--- config.mk ---
export PLATFORM = sky130hd
export DESIGN_NAME = bss_front
export DESIGN_NICKNAME = d
export VERILOG_FILES = /design/src/hdl/bss_pkg.sv /design/src/hdl/bss_front.sv
export SDC_FILE = /design/constraint.sdc
export NUM_CORES = 1
export LEC_CHECK = 0
export CAP_MARGIN = 20
export CORE_MARGIN = 2
export CORE_UTILIZATION = 53
export DETAILED_ROUTE_END_ITERATION = 7
export DONT_BUFFER_PORTS = 1
export GPL_TIMING_DRIVEN = 0
export PLACE_DENSITY = 0.78
export REMOVE_ABC_BUFFERS = 1
export SLEW_MARGIN = 20
export SYNTH_ARGS = -nofsm -noshare
export SYNTH_HDL_FRONTEND = slang
export SYNTH_SLANG_ARGS = --single-unit
--- constraint.sdc ---
create_clock -name i_clk -period 8.9 [get_ports i_clk]
set_input_delay 0.445 -clock i_clk [delete_from_list [all_inputs] [get_ports i_clk]]
set_output_delay 0.445 -clock i_clk [all_outputs]
set_load 0.01 [all_outputs]
--- src/hdl/bss_pkg.sv ---
// package: types, constants and state codes of the block summary statistics block
package bss_pkg;

    localparam int SAMPLE_BITS = 16;
    localparam int MAX_SAMPLES = 4096;
    localparam int COUNT_W     = $clog2(MAX_SAMPLES + 1);
    localparam int SUM_W       = SAMPLE_BITS + COUNT_W;
    localparam int SQ_W        = 2 * SAMPLE_BITS - 1 + COUNT_W - 1;
    localparam int NUM_W       = COUNT_W + SQ_W;
    localparam int DEN_W       = 24;
    localparam int DIV_W       = NUM_W + 16;
    localparam int RAD_W       = 48;
    localparam int ROOT_W      = RAD_W / 2;
    localparam int TIME_W      = 40;
    localparam int Q_DEPTH     = 2;

    typedef struct packed {
        logic signed [SAMPLE_BITS-1:0] sample;
        logic                          last;
        logic [TIME_W-1:0]             start_time;
        logic [TIME_W-1:0]             stop_time;
    } t_in;

    typedef struct packed {
        logic [15:0]        value_range;
        logic signed [23:0] mean_q8;
        logic [23:0]        deviation_q8;
        logic [TIME_W-1:0]  duration;
        logic [12:0]        sample_count;
        logic               overflow;
    } t_out;

    typedef struct packed {
        logic signed [SUM_W-1:0] sum;
        logic [SQ_W-1:0]         sumsq;
        logic [COUNT_W-1:0]      count;
        logic [15:0]             value_range;
        logic [TIME_W-1:0]       duration;
        logic                    overflow;
    } t_summ;

    typedef enum logic [2:0] {
        BK_IDLE,
        BK_MUL,
        BK_MEAN,
        BK_VAR,
        BK_ROOT,
        BK_DONE
    } t_back_state;

endpackage

--- src/hdl/bss_front.sv ---
// front part: accepts samples and keeps the running count, sums, minimum and maximum
module bss_front import bss_pkg::*; (
    input  logic  i_clk,
    input  logic  i_rst_n,
    input  logic  i_push,
    input  t_in   i_data,
    output logic  o_full,
    output logic  o_q_push,
    output t_summ o_q_data,
    input  logic  i_q_full
);

    logic [COUNT_W-1:0]            r_count, n_count;
    logic signed [SUM_W-1:0]       r_sum, n_sum;
    logic [SQ_W-1:0]               r_sumsq, n_sumsq;
    logic signed [SAMPLE_BITS-1:0] r_min, n_min, r_max, n_max;
    logic                          r_ovf, n_ovf;
    logic                          accept, take, first;
    logic signed [2*SAMPLE_BITS-1:0] square;

    assign accept = i_push && !i_q_full;
    assign take   = r_count < COUNT_W'(MAX_SAMPLES);
    assign first  = r_count == '0;
    assign square = i_data.sample * i_data.sample;

    always_comb begin
        n_count = r_count;
        n_sum   = r_sum;
        n_sumsq = r_sumsq;
        n_min   = r_min;
        n_max   = r_max;
        n_ovf   = r_ovf;
        if (take) begin
            n_count = r_count + COUNT_W'(1);
            n_sum   = r_sum + SUM_W'(i_data.sample);
            n_sumsq = r_sumsq + SQ_W'(square[2*SAMPLE_BITS-2:0]);
            n_min   = (first || i_data.sample < r_min) ? i_data.sample : r_min;
            n_max   = (first || i_data.sample > r_max) ? i_data.sample : r_max;
        end else begin
            n_ovf = 1'b1;
        end
    end

    always_comb begin
        o_q_data.sum         = n_sum;
        o_q_data.sumsq       = n_sumsq;
        o_q_data.count       = n_count;
        o_q_data.value_range = 16'(n_max - n_min);
        o_q_data.duration    = (i_data.stop_time > i_data.start_time)
                               ? i_data.stop_time - i_data.start_time : '0;
        o_q_data.overflow    = n_ovf;
    end

    assign o_q_push = accept && i_data.last;
    assign o_full   = i_q_full;

    always_ff @(posedge i_clk) begin
        if (!i_rst_n || o_q_push) begin
            r_count <= '0;
            r_sum   <= '0;
            r_sumsq <= '0;
            r_min   <= '0;
            r_max   <= '0;
            r_ovf   <= 1'b0;
        end else if (accept) begin
            r_count <= n_count;
            r_sum   <= n_sum;
            r_sumsq <= n_sumsq;
            r_min   <= n_min;
            r_max   <= n_max;
            r_ovf   <= n_ovf;
        end
    end

endmodule

==> metrics.md <==
| Metric | Value |
|---|---|
| Slew @ Worst Pin | 935 ps |
| Worst rel slew slack | 36.8% |
| Top_reg_cell synth | dfxtp_1 |
| Final Core Density | 56.7% |
| Critical path buffer and inverter count | 5 |
| Fraction of registers with async set or reset after synthesis | 0% |
| Startpoint Class | input pin |
| Design Area, Final | 0.0226 mm^2 |
| Fin nets | 3245 |
| Via density | 5.85 |
| Worst clock skew | 11.1 ps |
| Outcome | finished, final reports clean |
| I/O pin count | 245 |
| Global-route wire length before repair | 92500 um |
| Crit end category | primary output |
| Worst Min Path Start | i_data[90] |
| Mean Syn Cell Area | 7.77 um^2 |
| Synth warn | 0 |
| Delay-heaviest family, CP | adder cells |
| Worst-Skew Late Latency | 460 ps |
| CTS H-tree depth | 4 |
| EDFF count, synth | 0 |
| 1st-iter DRT viols | 1402 |
| Mapped cell area | 0.0214 mm^2 |
| R2R Setup Slk | 5520 ps |
| Vias in the first global route | 18600 |
| Layout Area Growth over Synthesis | 5.46% |
| RSZ-0062 raised after global routing | true |
| Sequential Area | 0.00237 mm^2 |
| WL per Instance | 17.5 um |
| Die Y | 205 um |
| GRT Total Usage | 27.3% |
| Worst-path clk slew | 60 ps |
| Gpl congestion | 0.949 |
| Syn Inst Count | 2757 |
| Die width | 205 um |
| DRT Wirelength | 56400 um |
| Hpwl dp | 43500 um |
| CTS max path bufs | 2 |
| Layout cells sized above 1 | 4.80% |
| Post-route ant nets | 0 |
| CTS tree | yes |
| Max stage delay cell, worst path | fa_1 |
| Initial Utilization | 53.8% |
| Initial antenna violation count | 0 |
| Cell Area, Placed | 0.0218 mm^2 |
| Required @ worst endpoint | 8460 ps |
| Gr ovfl total | 0 |
| FF-to-FF End | r_max[13] |
| Cells after DPL | 3174 |
| Period utilization | 97.5% |
| Fin. max-slew vios | 0 |
| Die Area | 0.0421 mm^2 |
| Achievable Freq | 115 MHz |
| CTS Hold Bufs | 0 |
| Worst Hold Endpoint | r_max[9] |
| Synth unique cells | 86 |
| Worst path max stage delay | 540 ps |
| # Max-Cap Violations | 0 |
| Critical path fanouts, max | 17 |
| Fin. Hold Viols | 0 |
| Tmin final | 8680 ps |
| Min-delay worst type | in -> reg |
| Pre-antenna DRT Iters | 5 |
| Row count | 73 |
| CTS Buf Count | 17 |
| Inserted Diodes | 0 |
| Multi-input logic area | 0.0171 mm^2 |
| Core area | 0.0398 mm^2 |
| #FFs+latches synth | 118 |
| Sequential share of the synthesized area | 11.0% |
| Worst hold path depth | 2 |
| Pin count of the biggest net entering global routing | 80 |
| R2R Path Start | r_count[12] |
| Final std cells w/o fill | 3213 |
| Port Buffer Count | 0 |
| Drt drc | 0 |
| Final setup TNS | 0 ps |
| R2R depth | 8 |
| Final number of setup-violating endpoints | 0 |
| Clock sink count | 118 |
| DR vias | 18800 |
| Critical path arrival | 8240 ps |
| Filler Cell Count | 3569 |
| Most Frequent Cell on Critical Path | fa_1 |
| Clk root buf | clkbuf_16 |
| Worst Setup Path Type | in -> out |
routing by layer:
metal  global-route usage [%]  vias to the layer above  routed length [um]
met5                        0                        -                   0
met2                     47.0                      589               27800
met1                     34.1                     9161               23400
met3                     5.35                      111                3600
met4                     9.12                        0                1590
li1                         -                     8947                   -
registers in the layout (all words and copies together), names as in the netlist:
name / flops
r_sum: 29
r_min: 16
r_count: 13
r_max: 16
r_ovf: 1
r_sumsq: 43
placed cells by master (no fill, tap or decap), drive strengths merged, types with 16 or more instances in the layout:
cell type and count:
dfxtp 118, o21bai 21, xnor2 99, fa 230
nand2b 25, o21a 16, ha 238, nor2 227
o21ai 163, and3 21, a211oi 34, inv 437
nand3 54, clkbuf 24, a21oi 179, nor3 42
a31oi 26, a21o 69, nor2b 20, and2 52
nand2 282, nand4 27, xor2 77
metrics by stage:
stage | worst slack (ps) | hold WS, ps
finish | 220 | 135
global route | -64.1 | 122
CTS | 19.9 | 109
detailed placement | -414 | 450
global placement | -942 | 442
floorplan | 898 | 429
how the worst max path moves through the flow:
stage | start | endpoint | slack (ps) | cells past startpoint
finish | i_data[91] | o_q_data[102] | 220 | 30
global route | i_data[91] | o_q_data[102] | -60 | 30
CTS | i_data[82] | o_q_data[97] | 20 | 29
detailed placement | i_data[88] | o_q_data[103] | -410 | 31
global placement | r_count[12] | o_q_data[55] | -940 | 15
floorplan | i_data[82] | o_q_data[106] | 900 | 28
cell families (layout without fill, tap and decap cells):
kind of cell / count (synthesis) / in the layout / share of synthesized area (%)
AND/OR/NAND/NOR: 812 / 812 / 17.6
AO/OA/AOI/OAI: 599 / 599 / 17.6
buffers and inverters: 560 / 491 / 10.0
adder cells (fa/ha/maj): 468 / 468 / 35.4
XOR/XNOR: 176 / 176 / 7.19
flip-flops: 118 / 118 / 11.0
multiplexers: 24 / 24 / 1.21
cell usage after synthesis, drive strengths merged (4+ instances only):
library cell,instances,area share [%]
a31oi,26,0.76
nand3b,4,0.16
a221oi,6,0.25
nor4,12,0.42
nor2b,20,0.58
o21bai,21,0.74
a2111oi,7,0.37
o211ai,13,0.46
nand3,54,1.3
and4,6,0.25
and3,21,0.62
o31a,6,0.25
clkbuf,89,1.6
buf,25,0.62
nor2,227,4.0
or2,11,0.32
or4,4,0.16
a21oi,179,4.2
or3,14,0.41
o21a,16,0.56
ha,238,14
dfxtp,118,11
nor3,42,0.98
clkinv,4,0.070
and2,52,1.5
a211oi,34,1.2
o31ai,7,0.27
nand4,27,0.79
mux2i,9,0.42
nand2b,25,0.73
o21ai,163,3.9
a21o,69,2.5
xor2,77,3.1
xnor2,99,4.0
fa,230,21
mux2,15,0.79
nand2,282,4.9
inv,441,7.7
a31o,10,0.41
cell type report:
cell class | instances | area share, %
clock buffer | 24 | 2.18
multi-input combinational | 2079 | 75.5
inverter | 445 | 7.50
clock inverter | 7 | 0.421
timing repair buffer | 15 | 1.02
sequential | 118 | 10.5
tap | 525 | 2.91
timing repair:
action | CTS | global route
endpoints found under the setup margin | 18 | 22
pin swaps | 1 | 3
setup buffers | 0 | 8
cloned | 0 | 0
resized for setup | 12 | 24
Power is left out: the tool's default activity adds up to more than one toggle a clock period on the data nets, which glitch-free logic cannot reach.
