File: config.mk
export PLATFORM = sky130hd
export DESIGN_NAME = bss_queue
export DESIGN_NICKNAME = d
export VERILOG_FILES = /design/src/hdl/bss_pkg.sv /design/src/hdl/bss_queue.sv
export SDC_FILE = /design/constraint.sdc
export NUM_CORES = 1
export LEC_CHECK = 0
export BUFFER_PORTS_ARGS = -buffer_cell sky130_fd_sc_hd__buf_2
export CAP_MARGIN = 30
export CORE_MARGIN = 2
export CORE_UTILIZATION = 47
export DETAILED_ROUTE_END_ITERATION = 6
export GPL_ROUTABILITY_DRIVEN = 0
export GPL_TIMING_DRIVEN = 0
export PLACE_DENSITY_LB_ADDON = 0.25
export SLEW_MARGIN = 0
export SYNTH_ARGS = -nofsm -noshare
export SYNTH_HDL_FRONTEND = slang
export SYNTH_SLANG_ARGS = --single-unit
File: constraint.sdc
create_clock -name i_clk -period 6.6 [get_ports i_clk]
set_input_delay 0.66 -clock i_clk [delete_from_list [all_inputs] [get_ports i_clk]]
set_output_delay 0.66 -clock i_clk [all_outputs]
set_load 0.02 [all_outputs]
File: src/hdl/bss_pkg.sv
// package: types, constants and state codes of the block summary statistics block
package bss_pkg;

    localparam int SAMPLE_BITS = 16;
    localparam int MAX_SAMPLES = 4096;
    localparam int COUNT_W     = $clog2(MAX_SAMPLES + 1);
    localparam int SUM_W       = SAMPLE_BITS + COUNT_W;
    localparam int SQ_W        = 2 * SAMPLE_BITS - 1 + COUNT_W - 1;
    localparam int NUM_W       = COUNT_W + SQ_W;
    localparam int DEN_W       = 24;
    localparam int DIV_W       = NUM_W + 16;
    localparam int RAD_W       = 48;
    localparam int ROOT_W      = RAD_W / 2;
    localparam int TIME_W      = 40;
    localparam int Q_DEPTH     = 2;

    typedef struct packed {
        logic signed [SAMPLE_BITS-1:0] sample;
        logic                          last;
        logic [TIME_W-1:0]             start_time;
        logic [TIME_W-1:0]             stop_time;
    } t_in;

    typedef struct packed {
        logic [15:0]        value_range;
        logic signed [23:0] mean_q8;
        logic [23:0]        deviation_q8;
        logic [TIME_W-1:0]  duration;
        logic [12:0]        sample_count;
        logic               overflow;
    } t_out;

    typedef struct packed {
        logic signed [SUM_W-1:0] sum;
        logic [SQ_W-1:0]         sumsq;
        logic [COUNT_W-1:0]      count;
        logic [15:0]             value_range;
        logic [TIME_W-1:0]       duration;
        logic                    overflow;
    } t_summ;

    typedef enum logic [2:0] {
        BK_IDLE,
        BK_MUL,
        BK_MEAN,
        BK_VAR,
        BK_ROOT,
        BK_DONE
    } t_back_state;

endpackage

File: src/hdl/bss_queue.sv
// short queue of block summaries between the front and back parts
module bss_queue import bss_pkg::*; (
    input  logic  i_clk,
    input  logic  i_rst_n,
    input  logic  i_push,
    input  t_summ i_data,
    output logic  o_full,
    input  logic  i_pop,
    output t_summ o_data,
    output logic  o_empty
);

    localparam int PTR_W = (Q_DEPTH > 1) ? $clog2(Q_DEPTH) : 1;
    localparam int CNT_W = $clog2(Q_DEPTH + 1);

    t_summ             r_mem [Q_DEPTH];
    logic [PTR_W-1:0]  r_wr, r_rd;
    logic [CNT_W-1:0]  r_cnt;
    logic              do_push, do_pop;

    assign o_full  = r_cnt == CNT_W'(Q_DEPTH);
    assign o_empty = r_cnt == '0;
    assign do_push = i_push && !o_full;
    assign do_pop  = i_pop && !o_empty;
    assign o_data  = r_mem[r_rd];

    always_ff @(posedge i_clk) begin
        if (!i_rst_n) begin
            r_wr  <= '0;
            r_rd  <= '0;
            r_cnt <= '0;
        end else begin
            if (do_push) begin
                r_wr <= (r_wr == PTR_W'(Q_DEPTH - 1)) ? '0 : r_wr + PTR_W'(1);
            end
            if (do_pop) begin
                r_rd <= (r_rd == PTR_W'(Q_DEPTH - 1)) ? '0 : r_rd + PTR_W'(1);
            end
            if (do_push && !do_pop) begin
                r_cnt <= r_cnt + CNT_W'(1);
            end else if (do_pop && !do_push) begin
                r_cnt <= r_cnt - CNT_W'(1);
            end
        end
    end

    always_ff @(posedge i_clk) begin
        if (do_push) begin
            r_mem[r_wr] <= i_data;
        end
    end

endmodule

==> impl_metrics.ini, run 1 <==
[floorplan]
die_y_um = 156
core_area_um2 = 22600
rows = 55
ios = 290
design.die.area_um2 = 24200
die_width_um = 156
initial_utilization_pct = 47.9

[global_routing]
antenna_found_initial = 5
grt_pass1_wl_um = 30700
grt_max_degree = 52
overflow = 0
grt_use_total_pct = 16.3
grt_pass1_vias = 5789

[timing]
slew_viol_final = 0
slew_headroom_pct = 46.3
final_hold_viol_count = 0
timing.final.crit_share_pct = 38.7
finClkSkew_ns = 0.0136
finalSetupTns_ns = 0
worst_pin_slew_ns = 0.803
min_period_ns = 2.55
max_freq_mhz = 391
rsz0062_at_grt = no
setup_violations = 0

[power]
cellLeakagePower_nw = 5.35
peakVddDrop_v = 0.000281
power_mw = 5.64
powerDensity_nw_per_um2 = 407

[critical_path]
reg2reg_slack_ns = 4.32
critPathLaunchType = flop
timing.critical_path.arrival_ns = 1.89
worstReg2RegStart = r_cnt[0]
critical_path.max_fanout = 10
rr_endpoint = r_mem[0][46]
end_kind = output port
critical_path_required_ns = 5.94
criticalPathCategory = reg -> out
r2r_cells = 6

[logic_synthesis]
syn_area_um2 = 10800
yosys_warnings = 0
syn_avg_cell_area_um2 = 23.1
synthCells = 467
yosysTopAreaCellShare_pct = 78.9
synth-seq-area-share_pct = 79.9
synth.distinct_cells = 21
synthTopCellsByArea = edfxtp_1 79%, mux2_4 11%, mux2_2 6.5%
syn-num-nets = 614
ys_ff_latch = 289
synth_top_cell_by_area = edfxtp_1

[hold_path]
hold_start = i_data[5]
hold_depth = 1
hold_end = r_mem[0][5]
hold_path.class = in -> reg

[run]
cap_violations = 0

[route]
drc = 0
drtIter0Drc = 214
avgRoutedWirePerCell_um = 18.4
first_pass_iters = 4
drt_wl_total_um = 20500
ant_nets = 0
vias = 5514
viasPerCell = 4.95

[finish]
area_growth_pct = 28.1
layout-drive-gt1-share_pct = 60.6
layout_common_cells = 295 x buf_2, 284 x edfxtp_1, 80 x mux2_4
layout_commonest_cell = buf_2
nNetsFinal = 946
multi_input_area_um2 = 2040
fill_cells = 1649
regArea_um2 = 8630

[cts]
cts.clk_slew.worst_paths_ns = 0.06
ctsHoldBuffers = 0
clk_latency_ns = 0.54
cts_max_path_buffers = 3
post_cts_resized = 0
cts_tree = yes
numCtsBuffers = 30
cts_root_buffer = clkbuf_16
post_cts_buffers = 0
h-tree-depth = 1
clkSinkCount = 289

[status]
outcome = finished, final reports clean

[placement]
dp_hpwl_um = 14500
port_buffers = 289
-- state kept, by name (all words and copies together) (netlist names), named ones only --
register / cells
r_cnt: 2
r_mem: 284
r_rd: 1
r_wr: 1
-- worst max path at each step --
stage | cells after the start | start | endpoint
2_1_floorplan | 2 | i_push | r_mem[0][0]
3_3_place_gp | 3 | i_push | r_mem[0][80]
3_5_place_dp | 6 | i_push | r_mem[0][85]
4_1_cts | 5 | flop | o_data[43]
5_1_grt | 5 | flop | o_data[46]
6_report | 5 | flop | o_data[41]
-- cells by family after synthesis --
kind of cell	count (synthesis)	share of synthesized area, %
adder cells (fa/ha/maj)	1	0.116
buffers and inverters	18	1.39
multiplexers	142	17.6
XOR/XNOR	3	0.243
flip-flops	289	79.9
AO/OA/AOI/OAI	5	0.301
AND/OR/NAND/NOR	9	0.510
-- cell usage after synthesis (all sizes together) --
| master | n |
|---|---|
| and3 | 1 |
| a21boi | 2 |
| buf | 16 |
| and2 | 3 |
| mux2 | 142 |
| ha | 1 |
| or3 | 1 |
| o21ai | 2 |
| nor3 | 1 |
| nand2b | 1 |
| edfxtp | 284 |
| o21a | 1 |
| xor2 | 1 |
| dfxtp | 5 |
| xnor2 | 2 |
| inv | 2 |
| nor2 | 2 |
-- routing by layer --
layer / track usage (%) / vias to the layer above / wire [µm] / part of all wire [%]
met3: 6.61 / 30 / 2120 / 10
li1: - / 2541 / - / -
met1: 18.7 / 2685 / 7830 / 38
met4: 5.20 / 0 / 425 / 2.1
met2: 28.0 / 258 / 10100 / 49
met5: 0 / - / 0 / 0
-- cell type report --
class                   instances  area share [%]
inverters                       2          0.0543
multi-input cells             160            14.7
flip-flops and latches        289            62.4
diodes                          5          0.0904
clock buffers                  38            5.80
plain buffers                  16            1.03
well taps                     285            2.58
repair buffers                300            12.4
clock inverters                18            1.00
-- power breakdown --
part	leakage, nW	internal, mW	switching (mW)
Clock	0.447	0.932	0.645
Sequential	2.69	2.30	0.0599
Combinational	2.21	0.755	0.941
Total	5.35	3.99	1.65
-- through the flow --
step	cells	area [µm²]	hold WS (ns)	worst slack (ns)	utilization, %
final	1113	13800	0.306	4.05	61.3
after global routing	1109	13800	0.278	3.96	61.3
after CTS	1108	13800	0.277	3.96	61.2
after detailed placement	1052	12900	0.530	4.14	57.1
after global placement	1041	12600	0.496	0.394	55.9
after floorplan	467	10800	0.483	2.03	-
-- worst max-delay path, stage by stage (launching register included) --
cell and delay [ns]:
dfxtp_1 0.32, buf_6 0.13, buf_6 0.20, buf_6 0.22, mux2_4 0.31, buf_2 0.17
No activity file was read; power rests on OpenSTA's default activity.
==> run 2, diff against run 1 <==
- clock period: 6.6 -> 2 ns (I/O delays scaled with it)
==> impl_metrics.ini, run 2 (synthesis gave the netlist of run 1 again) <==
[status]
outcome = finished, final reports clean

[global_routing]
grt_pass1_vias = 6542
antenna_found_initial = 0
overflow = 0
grt_max_degree = 62
grt_pass1_wl_um = 33700
grt_use_total_pct = 17.8

[finish]
final_cells = 1250
diodes = 0
largestRegisters = r_mem x284, r_cnt x2
final_area_um2 = 15700
largest_reg_flops = 284
layout-drive-gt1-share_pct = 52.5
fill_cells = 1415
nNetsFinal = 1094
layout_common_cells = 284 x edfxtp_1, 232 x buf_2, 143 x dlygate4sd3_1
layout_commonest_cell = edfxtp_1
regMostFlops = r_mem
area_growth_pct = 44.9

[timing]
max_freq_mhz = 507
timing.final.crit_share_pct = 98.7
min_period_ns = 1.97
setup_violations = 0
final_hold_viol_count = 0
rsz0062_at_grt = yes
worst_pin_slew_ns = 0.447
whs_ns = 0.0544
finClkSkew_ns = 0.0112
finalSetupTns_ns = 0
slew_viol_final = 0
slew_headroom_pct = 70.2

[critical_path]
critical_path_required_ns = 1.80
reg2reg_slack_ns = 0.11
end_kind = output port
criticalPathCategory = reg -> out
critPathLaunchType = flop
timing.critical_path.arrival_ns = 1.77
critical_path.max_fanout = 10

[cts]
h-tree-depth = 1
clk_latency_ns = 0.53
cts_root_buffer = clkbuf_16
numCtsBuffers = 29
clkSinkCount = 289
cts.clk_slew.worst_paths_ns = 0.06
cts_tree = yes
cts_max_path_buffers = 3

[placement]
port_buffers = 289
dp_hpwl_um = 14200
dp.cells = 1052
dpl_cell_area_um2 = 12900

[route]
ant_nets = 0
viasPerCell = 4.90
avgRoutedWirePerCell_um = 18.7
vias = 6129
first_pass_iters = 5
drc = 0
drt_wl_total_um = 23400
drtIter0Drc = 211

[power]
power_mw = 19.3
powerDensity_nw_per_um2 = 1230
cellLeakagePower_nw = 6.07
peakVddDrop_v = 0.00101

[floorplan]
design.die.area_um2 = 24200
die_y_um = 156
initial_utilization_pct = 47.9
ios = 290
die_width_um = 156
rows = 55
core_area_um2 = 22600

[run]
cap_violations = 0

[hold_path]
hold_path.class = in -> reg
## run 2: metrics by stage
stage	worst slack, ns	util, %
6_report	0.0263	69.3
5_1_grt	-0.0440	69.3
4_1_cts	-0.0706	67.5
3_5_place_dp	-0.369	57.0
3_3_place_gp	-3.90	55.9
2_1_floorplan	-2.41	-
## run 2: path summary, 6_finish.rpt
path | start | endpoint | cells after the start
max | flop | o_data[79] | 5
min | i_push | r_wr | 3
max reg2reg | r_cnt[0] | r_mem[0][89] | 8
min reg2reg | r_rd | flop | 2
## run 2: power by group
part | total, mW | internal (mW) | switching, mW
sequential | 7.83 | 7.60 | 0.222
combinational | 6.64 | 3.30 | 3.34
clock | 4.84 | 2.77 | 2.07
## run 2: what timing repair did
action	in CTS	in global routing
setup buffers	2	3
endpoints found under the setup margin	156	155
hold buffers	143	0
resized for setup	26	116
hold endpoints to repair	289	0
pin swaps	1	0
cloned	0	1
## run 2: final cells by class
type	instances	area, µm²	share of cell area (%)
Clock inverter	13	92.6	0.592
Sequential cell	289	8630	55.1
Buffer	16	240	1.53
Multi-Input combinational cell	160	2040	13.1
Inverter	2	10.0	0.0640
Timing Repair Buffer	449	3520	22.5
Tap cell	285	357	2.28
Clock buffer	36	752	4.80
## run 2: critical path, stage by stage, from the launching register on
cell and delay (ns):
dfxtp_2 0.33, buf_8 0.14, buf_12 0.16, buf_12 0.15, mux2_4 0.30, buf_2 0.16
## run 2: layer usage
| layer | track usage, % | part of all wire [%] | up-vias |
|---|---|---|---|
| met5 | 0 | 0 | - |
| met4 | 5.11 | 2.1 | 0 |
| met3 | 5.67 | 7.9 | 39 |
| met2 | 32.8 | 52 | 251 |
| met1 | 19.8 | 38 | 3012 |
| li1 | - | - | 2827 |
