==> src/hdl/bss_pkg.sv <==
// package: types, constants and state codes of the block summary statistics block
package bss_pkg;

    localparam int SAMPLE_BITS = 16;
    localparam int MAX_SAMPLES = 4096;
    localparam int COUNT_W     = $clog2(MAX_SAMPLES + 1);
    localparam int SUM_W       = SAMPLE_BITS + COUNT_W;
    localparam int SQ_W        = 2 * SAMPLE_BITS - 1 + COUNT_W - 1;
    localparam int NUM_W       = COUNT_W + SQ_W;
    localparam int DEN_W       = 24;
    localparam int DIV_W       = NUM_W + 16;
    localparam int RAD_W       = 48;
    localparam int ROOT_W      = RAD_W / 2;
    localparam int TIME_W      = 40;
    localparam int Q_DEPTH     = 2;

    typedef struct packed {
        logic signed [SAMPLE_BITS-1:0] sample;
        logic                          last;
        logic [TIME_W-1:0]             start_time;
        logic [TIME_W-1:0]             stop_time;
    } t_in;

    typedef struct packed {
        logic [15:0]        value_range;
        logic signed [23:0] mean_q8;
        logic [23:0]        deviation_q8;
        logic [TIME_W-1:0]  duration;
        logic [12:0]        sample_count;
        logic               overflow;
    } t_out;

    typedef struct packed {
        logic signed [SUM_W-1:0] sum;
        logic [SQ_W-1:0]         sumsq;
        logic [COUNT_W-1:0]      count;
        logic [15:0]             value_range;
        logic [TIME_W-1:0]       duration;
        logic                    overflow;
    } t_summ;

    typedef enum logic [2:0] {
        BK_IDLE,
        BK_MUL,
        BK_MEAN,
        BK_VAR,
        BK_ROOT,
        BK_DONE
    } t_back_state;

endpackage

==> src/hdl/bss_div.sv <==
// restoring divider, one quotient bit per cycle
module bss_div import bss_pkg::*; (
    input  logic             i_clk,
    input  logic             i_rst_n,
    input  logic             i_start,
    input  logic [DIV_W-1:0] i_dividend,
    input  logic [DEN_W-1:0] i_divisor,
    output logic             o_done,
    output logic [DIV_W-1:0] o_quot,
    output logic [DEN_W-1:0] o_rem
);

    localparam int CNT_W = $clog2(DIV_W);

    logic             r_busy, r_done;
    logic [CNT_W-1:0] r_cnt;
    logic [DIV_W-1:0] r_dq;
    logic [DEN_W-1:0] r_rem, r_dvs;
    logic [DEN_W:0]   rem_sh;
    logic             fits;

    assign rem_sh = {r_rem, r_dq[DIV_W-1]};
    assign fits   = rem_sh >= {1'b0, r_dvs};

    always_ff @(posedge i_clk) begin
        if (!i_rst_n) begin
            r_busy <= 1'b0;
            r_done <= 1'b0;
            r_cnt  <= '0;
        end else if (i_start) begin
            r_busy <= 1'b1;
            r_done <= 1'b0;
            r_cnt  <= '0;
        end else if (r_busy) begin
            r_cnt <= r_cnt + CNT_W'(1);
            if (r_cnt == CNT_W'(DIV_W - 1)) begin
                r_busy <= 1'b0;
                r_done <= 1'b1;
            end
        end else begin
            r_done <= 1'b0;
        end
    end

    always_ff @(posedge i_clk) begin
        if (i_start) begin
            r_dq  <= i_dividend;
            r_rem <= '0;
            r_dvs <= i_divisor;
        end else if (r_busy) begin
            r_dq  <= {r_dq[DIV_W-2:0], fits};
            r_rem <= fits ? DEN_W'(rem_sh - {1'b0, r_dvs}) : rem_sh[DEN_W-1:0];
        end
    end

    assign o_done = r_done;
    assign o_quot = r_dq;
    assign o_rem  = r_rem;

endmodule

==> src/hdl/bss_back.sv <==
// back part: mean, variance and square root of one block summary, with the result register
module bss_back import bss_pkg::*; (
    input  logic  i_clk,
    input  logic  i_rst_n,
    output logic  o_q_pop,
    input  t_summ i_q_data,
    input  logic  i_q_empty,
    output t_out  o_data,
    output logic  o_valid,
    input  logic  i_pop
);

    t_back_state          r_state, n_state;
    t_summ                r_summ;
    logic [NUM_W-1:0]     r_prod_a, r_prod_b, r_num;
    logic [DEN_W-1:0]     r_den;
    logic [23:0]          r_mean;
    logic [RAD_W-1:0]     r_rad;
    logic [ROOT_W-1:0]    r_root;
    logic [ROOT_W+1:0]    r_rem;
    logic [4:0]           r_step;
    t_out                 r_out;
    logic                 r_out_valid;

    logic                 out_free, out_load, multi;
    logic [SUM_W-1:0]     abs_sum;
    logic                 div_start, div_done;
    logic [DIV_W-1:0]     div_dividend, div_quot;
    logic [DEN_W-1:0]     div_divisor, div_rem;
    logic [23:0]          q24;
    logic [ROOT_W+3:0]    rem_sh, trial;
    logic                 root_fits;

    assign abs_sum  = r_summ.sum[SUM_W-1] ? SUM_W'(-r_summ.sum) : SUM_W'(r_summ.sum);
    assign multi    = r_summ.count > COUNT_W'(1);
    assign out_free = !r_out_valid || i_pop;
    assign q24      = div_quot[23:0];
    assign rem_sh   = {r_rem, r_rad[RAD_W-1:RAD_W-2]};
    assign trial    = {2'b00, r_root, 2'b01};
    assign root_fits = rem_sh >= trial;

    always_comb begin
        n_state = r_state;
        case (r_state)
            BK_IDLE: if (!i_q_empty) n_state = BK_MUL;
            BK_MUL:  n_state = BK_MEAN;
            BK_MEAN: if (div_done) n_state = multi ? BK_VAR : BK_DONE;
            BK_VAR:  if (div_done) n_state = BK_ROOT;
            BK_ROOT: if (r_step == 5'(ROOT_W - 1)) n_state = BK_DONE;
            BK_DONE: if (out_free) n_state = BK_IDLE;
            default: n_state = BK_IDLE;
        endcase
    end

    always_comb begin
        o_q_pop      = 1'b0;
        div_start    = 1'b0;
        out_load     = 1'b0;
        div_dividend = {r_num, 16'b0};
        div_divisor  = r_den;
        case (r_state)
            BK_IDLE: o_q_pop = !i_q_empty;
            BK_MUL: begin
                div_start    = 1'b1;
                div_dividend = DIV_W'({abs_sum, 8'b0});
                div_divisor  = DEN_W'(r_summ.count);
            end
            BK_MEAN: div_start = div_done && multi;
            BK_DONE: out_load  = out_free;
            default: ;
        endcase
    end

    bss_div u_div (
        .i_clk      (i_clk),
        .i_rst_n    (i_rst_n),
        .i_start    (div_start),
        .i_dividend (div_dividend),
        .i_divisor  (div_divisor),
        .o_done     (div_done),
        .o_quot     (div_quot),
        .o_rem      (div_rem)
    );

    always_ff @(posedge i_clk) begin
        if (!i_rst_n) begin
            r_state     <= BK_IDLE;
            r_out_valid <= 1'b0;
            r_step      <= '0;
        end else begin
            r_state <= n_state;
            if (out_load) begin
                r_out_valid <= 1'b1;
            end else if (i_pop) begin
                r_out_valid <= 1'b0;
            end
            if (r_state == BK_ROOT) begin
                r_step <= r_step + 5'd1;
            end else begin
                r_step <= '0;
            end
        end
    end

    always_ff @(posedge i_clk) begin
        if (o_q_pop) begin
            r_summ <= i_q_data;
        end
        if (r_state == BK_MUL) begin
            r_prod_a <= NUM_W'(r_summ.count * r_summ.sumsq);
            r_prod_b <= NUM_W'(abs_sum * abs_sum);
            r_den    <= DEN_W'(r_summ.count * (r_summ.count - COUNT_W'(1)));
        end
        if (r_state == BK_MEAN) begin
            r_num <= r_prod_a - r_prod_b;
            if (div_done) begin
                r_mean <= r_summ.sum[SUM_W-1] ? 24'(-(q24 + 24'(div_rem != '0))) : q24;
                r_root <= '0;
                r_rem  <= '0;
            end
        end
        if (r_state == BK_VAR && div_done) begin
            r_rad  <= div_quot[RAD_W-1:0];
            r_root <= '0;
            r_rem  <= '0;
        end
        if (r_state == BK_ROOT) begin
            r_rad  <= {r_rad[RAD_W-3:0], 2'b00};
            r_rem  <= root_fits ? (ROOT_W+2)'(rem_sh - trial) : rem_sh[ROOT_W+1:0];
            r_root <= {r_root[ROOT_W-2:0], root_fits};
        end
        if (out_load) begin
            r_out.value_range  <= r_summ.value_range;
            r_out.mean_q8      <= r_mean;
            r_out.deviation_q8 <= r_root;
            r_out.duration     <= r_summ.duration;
            r_out.sample_count <= r_summ.count;
            r_out.overflow     <= r_summ.overflow;
        end
    end

    assign o_data  = r_out;
    assign o_valid = r_out_valid;

endmodule

==> config.mk <==
export PLATFORM = sky130hd
export DESIGN_NAME = bss_back
export DESIGN_NICKNAME = d
export VERILOG_FILES = /design/src/hdl/bss_pkg.sv /design/src/hdl/bss_div.sv /design/src/hdl/bss_back.sv
export SDC_FILE = /design/constraint.sdc
export NUM_CORES = 2
export LEC_CHECK = 0
export BUFFER_PORTS_ARGS = -buffer_cell sky130_fd_sc_hd__buf_2
export CAP_MARGIN = 30
export CELL_PAD_IN_SITES_DETAIL_PLACEMENT = 0
export CELL_PAD_IN_SITES_GLOBAL_PLACEMENT = 1
export CORE_MARGIN = 1.5
export CORE_UTILIZATION = 45
export DETAILED_ROUTE_END_ITERATION = 8
export PLACE_DENSITY_LB_ADDON = 0.08
export SYNTH_ARGS = -nofsm -noshare
export SYNTH_HDL_FRONTEND = slang
export SYNTH_SLANG_ARGS = --single-unit
==> constraint.sdc <==
create_clock -name i_clk -period 36.7 [get_ports i_clk]
set_input_delay 11.01 -clock i_clk [delete_from_list [all_inputs] [get_ports i_clk]]
set_output_delay 11.01 -clock i_clk [all_outputs]
set_load 0.01 [all_outputs]
==> impl_results.html <==
<table>
<tr><th>Metric</th><th>Value</th></tr>
<tr><th colspan="2">Setup path</th></tr>
<tr><td>Launch point of the worst reg-to-reg path</td><td>r_summ[119]$_DFFE_PP_</td></tr>
<tr><td>Cell repeated most along the worst path</td><td>buf_2</td></tr>
<tr><td>Maximum single-stage delay on the critical path</td><td>300 ps</td></tr>
<tr><td>CP delay by family, top</td><td>buffers and inverters</td></tr>
<tr><td>Sort of element at the end of the critical path</td><td>primary output</td></tr>
<tr><td>Buffers plus inverters on the worst setup path</td><td>3</td></tr>
<tr><td>Instance count on the critical path</td><td>4</td></tr>
<tr><td>Crit path arrival time</td><td>11810 ps</td></tr>
<tr><td>Cells along the critical path</td><td>buf_2 -&gt; nor4_2 -&gt; buf_4 -&gt; buf_2</td></tr>
<tr><td>Crit Path Category</td><td>in -&gt; out</td></tr>
<tr><td>Worst reg2reg setup slack</td><td>24990 ps</td></tr>
<tr><td>CP required</td><td>25690 ps</td></tr>
<tr><td>Type of element launching the critical path</td><td>input pin</td></tr>
<tr><td>Maximum net fanout on the critical path</td><td>3</td></tr>
<tr><td>Number of cells on the worst reg-to-reg path</td><td>33</td></tr>
<tr><td>Endpoint of the worst-slack reg-to-reg timing path</td><td>r_prod_b[42]$_DFFE_PP_</td></tr>
<tr><td>CP max stage cell</td><td>buf_4</td></tr>
<tr><th colspan="2">Global route</th></tr>
<tr><td>Total global routing track utilization</td><td>23.3%</td></tr>
<tr><td>Sum of overflow across all layers after global routing</td><td>0</td></tr>
<tr><td>Antenna violations before repair</td><td>7</td></tr>
<tr><td>Pin count of the biggest net entering global routing</td><td>86</td></tr>
<tr><td>Wire length of the first global-routing pass</td><td>312 mm</td></tr>
<tr><td>Number of global-route vias before repair</td><td>54.6k</td></tr>
<tr><th colspan="2">Min path</th></tr>
<tr><td>Hold path start</td><td>r_summ[38]$_DFFE_PP_</td></tr>
<tr><td>Hold path depth</td><td>0</td></tr>
<tr><td>Worst Hold End</td><td>o_data[51]$_DFFE_PP_</td></tr>
<tr><td>Hold Path Class</td><td>reg -&gt; reg</td></tr>
<tr><th colspan="2">CTS</th></tr>
<tr><td>Post-CTS Setup Repair Bufs</td><td>0</td></tr>
<tr><td>Post-cts repair resize count</td><td>0</td></tr>
<tr><td>Source-to-sink clock delay at the later pin of the worst-skew pair</td><td>720 ps</td></tr>
<tr><td>Root Driver</td><td>clkbuf_16</td></tr>
<tr><td>Inserted Clock Buffers</td><td>83</td></tr>
<tr><td>H-tree level count</td><td>3</td></tr>
<tr><td>Clock slew at the register clock pins of the worst setup and hold paths</td><td>60 ps</td></tr>
<tr><td>Total number of clock tree sinks</td><td>710</td></tr>
<tr><td>Clock tree from TritonCTS</td><td>done</td></tr>
<tr><td>Cts-stage hold buffer count</td><td>0</td></tr>
<tr><td>Buffers from clock root to sink, at most</td><td>3</td></tr>
<tr><th colspan="2">Die</th></tr>
<tr><td>Initial core utilization</td><td>45.3%</td></tr>
<tr><td>Die Footprint</td><td>0.173 mm^2</td></tr>
<tr><td>Total I/O pin count</td><td>266</td></tr>
<tr><td>Placement row count</td><td>151</td></tr>
<tr><td>Die Span X</td><td>416 um</td></tr>
<tr><td>Vert. Die Dim</td><td>416 um</td></tr>
<tr><td>Area inside the core boundary</td><td>0.169 mm^2</td></tr>
<tr><th colspan="2">Timing</th></tr>
<tr><td>Slew of the pin with the lowest slew margin</td><td>1000 ps</td></tr>
<tr><td>Final number of max-transition violations</td><td>0</td></tr>
<tr><td>Setup repair after global routing missed its margin</td><td>no</td></tr>
<tr><td>Endpoints failing hold</td><td>0</td></tr>
<tr><td>Final setup violation count</td><td>0</td></tr>
<tr><td>Setup TNS</td><td>0 ps</td></tr>
<tr><td>Final worst path period need</td><td>22820 ps</td></tr>
<tr><td>Max frequency</td><td>43.8 MHz</td></tr>
<tr><td>Worst clock skew on the final layout</td><td>51.1 ps</td></tr>
<tr><td>Worst slew margin</td><td>33.1%</td></tr>
<tr><td>Final period util</td><td>62.2%</td></tr>
<tr><th colspan="2">Logic synthesis</th></tr>
<tr><td>Number of unique standard cell types used by synthesis</td><td>84</td></tr>
<tr><td>Number of enable flip-flop cells after synthesis</td><td>666</td></tr>
<tr><td>Largest area contributor in the netlist</td><td>fa_1</td></tr>
<tr><td>Yosys Warn Count</td><td>0</td></tr>
<tr><td>Gate count of the mapped netlist</td><td>7436</td></tr>
<tr><td>Mapped Area</td><td>0.0768 mm^2</td></tr>
<tr><td>Mean post-synth cell area</td><td>10.3 um^2</td></tr>
<tr><td>Cell types with the largest area share after synthesis</td><td>fa_1 32%, edfxtp_1 26%, ha_1 9.1%</td></tr>
<tr><td>Share of synthesized registers carrying an async set or reset</td><td>0%</td></tr>
<tr><td>Commonest register cell after synthesis</td><td>edfxtp_1</td></tr>
<tr><td>Top-area cell type share of the netlist area</td><td>32.2%</td></tr>
<tr><td>Sequential cell area fraction in the yosys report</td><td>27.2%</td></tr>
<tr><td>Number of synthesized register bits</td><td>710</td></tr>
<tr><th colspan="2">Detailed routing</th></tr>
<tr><td>Post-detailed-route via-to-cell ratio</td><td>5.18</td></tr>
<tr><td>Via count</td><td>51.3k</td></tr>
<tr><td>DR DRC count</td><td>0</td></tr>
<tr><td>DR WL/cell</td><td>19.8 um</td></tr>
<tr><td>Drt pass-1 iters</td><td>5</td></tr>
<tr><td>Final routed wirelength across all metal layers</td><td>196 mm</td></tr>
<tr><td>Number of antenna-violating nets in the routed design</td><td>0</td></tr>
<tr><td>Starting DRT DRC Count</td><td>2949</td></tr>
<tr><th colspan="2">Cells and area</th></tr>
<tr><td>Final Net Count</td><td>9551</td></tr>
<tr><td>Commonest cells after routing, fill and taps aside</td><td>1479 x inv_1, 1234 x fa_1, 852 x nand2_1</td></tr>
<tr><td>Leading cell type in the layout, fill and taps excluded</td><td>inv_1</td></tr>
<tr><td>Area growth from synthesis to layout</td><td>9.10%</td></tr>
<tr><td>Final-layout fill cell count</td><td>15.7k</td></tr>
<tr><td>Share of cells above drive strength 1</td><td>7.24%</td></tr>
<tr><th colspan="2">Status</th></tr>
<tr><td>Result of the run</td><td>finished clean</td></tr>
<tr><th colspan="2">Flow run</th></tr>
<tr><td>Max_cap viols</td><td>0</td></tr>
<tr><th colspan="2">Placed design</th></tr>
<tr><td>Placer's final routability congestion estimate</td><td>0.847</td></tr>
<tr><td>Post-DP HPWL</td><td>151 mm</td></tr>
<tr><td>Count of buffers from port buffering</td><td>265</td></tr>
</table>
## synthesized netlist by cell type (all sizes together) (8+ instances only)
library cell and count:
nor2b 81, xnor2 190, clkinv 9, dfxtp 44, a21o 131, or2 8
nor2 429, inv 1482, xor2 95, and3 24, a22oi 20, o22ai 12
nand2 853, a22o 48, a211o 13, o21a 40, a31oi 27, ha 560
o21bai 29, and4 8, mux2i 40, nor4 12, nand2b 100, o21ai 222
and2 207, clkbuf 262, fa 1234, o211ai 8, nor3 40, edfxtp 666
o31ai 26, nand4 33, a21boi 9, a21oi 236, a221o 9, nand3 61
buf 28, or3 19, a211oi 27
## stage by stage
step           instance area [um^2]  utilization, %  std cells  hold slack [ps]  setup slack, ps
2_1_floorplan                 76900               -       7454              400             1070
3_3_place_gp                  80900            47.7       9740              400            13890
3_5_place_dp                  81000            47.8       9744              405            13870
4_1_cts                       83800            49.5       9895              406            13860
5_1_grt                       83800            49.5       9900              417            13820
6_report                      83800            49.5       9900              401            13880
## sequential cells by signal, summed over array words and instances (netlist names)
| signal | count |
|---|---|
| r_num | 56 |
| u_div.o_rem | 24 |
| u_div.r_busy | 1 |
| r_prod_b | 55 |
| u_div.r_cnt | 7 |
| r_den | 23 |
| o_valid | 1 |
| r_summ | 142 |
| r_mean | 24 |
| r_rad | 48 |
| r_root | 24 |
| u_div.r_dvs | 24 |
| r_state | 3 |
| r_prod_a | 56 |
| r_step | 5 |
| o_data | 118 |
| u_div.o_done | 1 |
| r_rem | 26 |
| u_div.o_quot | 72 |
## how the worst max path moves through the flow
stage / startpoint / to / slack (ps)
2_1_floorplan: i_q_empty / o_q_pop / 1070
3_3_place_gp: i_q_empty / o_q_pop / 13890
3_5_place_dp: i_q_empty / o_q_pop / 13870
4_1_cts: i_q_empty / o_q_pop / 13860
5_1_grt: i_q_empty / o_q_pop / 13820
6_report: i_q_empty / o_q_pop / 13880
## worst register-to-register path: cells and delay by family, from the launching register on
kind            cells  cell delay (ps)
fa+ha+maj           9             4370
compound gates      9             3230
simple gates        6             1940
buf+inv             7             1130
flops               1              450
xor+xnor            2              310
## per-layer routing
layer  global-route usage [%]  part of all wire (%)  vias to the layer above
met5                        0                     0                        -
met1                     31.8                    44                    26200
met3                     2.83                   4.1                      230
met2                     39.2                    49                      970
met4                     6.26                   2.5                        0
li1                         -                     -                    23900
## cells by family after synthesis
| family | Yosys count | synth area share [%] |
|---|---|---|
| simple gates | 1899 | 11.2 |
| fa+ha+maj | 1794 | 41.3 |
| buf+inv | 1781 | 8.71 |
| compound gates | 920 | 7.74 |
| flops | 710 | 27.2 |
| xor+xnor | 285 | 3.28 |
| mux | 45 | 0.594 |
| other cells | 2 | 0.00977 |
## final cells by class
| class | instances | area [um^2] | area share (%) |
|---|---|---|---|
| Antenna cell | 5 | 12.5 | 0.0149 |
| Clock buffer | 103 | 2300 | 2.74 |
| Clock inverter | 48 | 538 | 0.642 |
| Inverter | 1491 | 5600 | 6.68 |
| Multi-Input combinational cell | 4963 | 49600 | 59.2 |
| Sequential cell | 710 | 20900 | 24.9 |
| Tap cell | 2218 | 2780 | 3.31 |
| Timing Repair Buffer | 362 | 2130 | 2.54 |
Power is left out: the tool's default activity adds up to more than one toggle a clock period on the data nets, which glitch-free logic cannot reach.
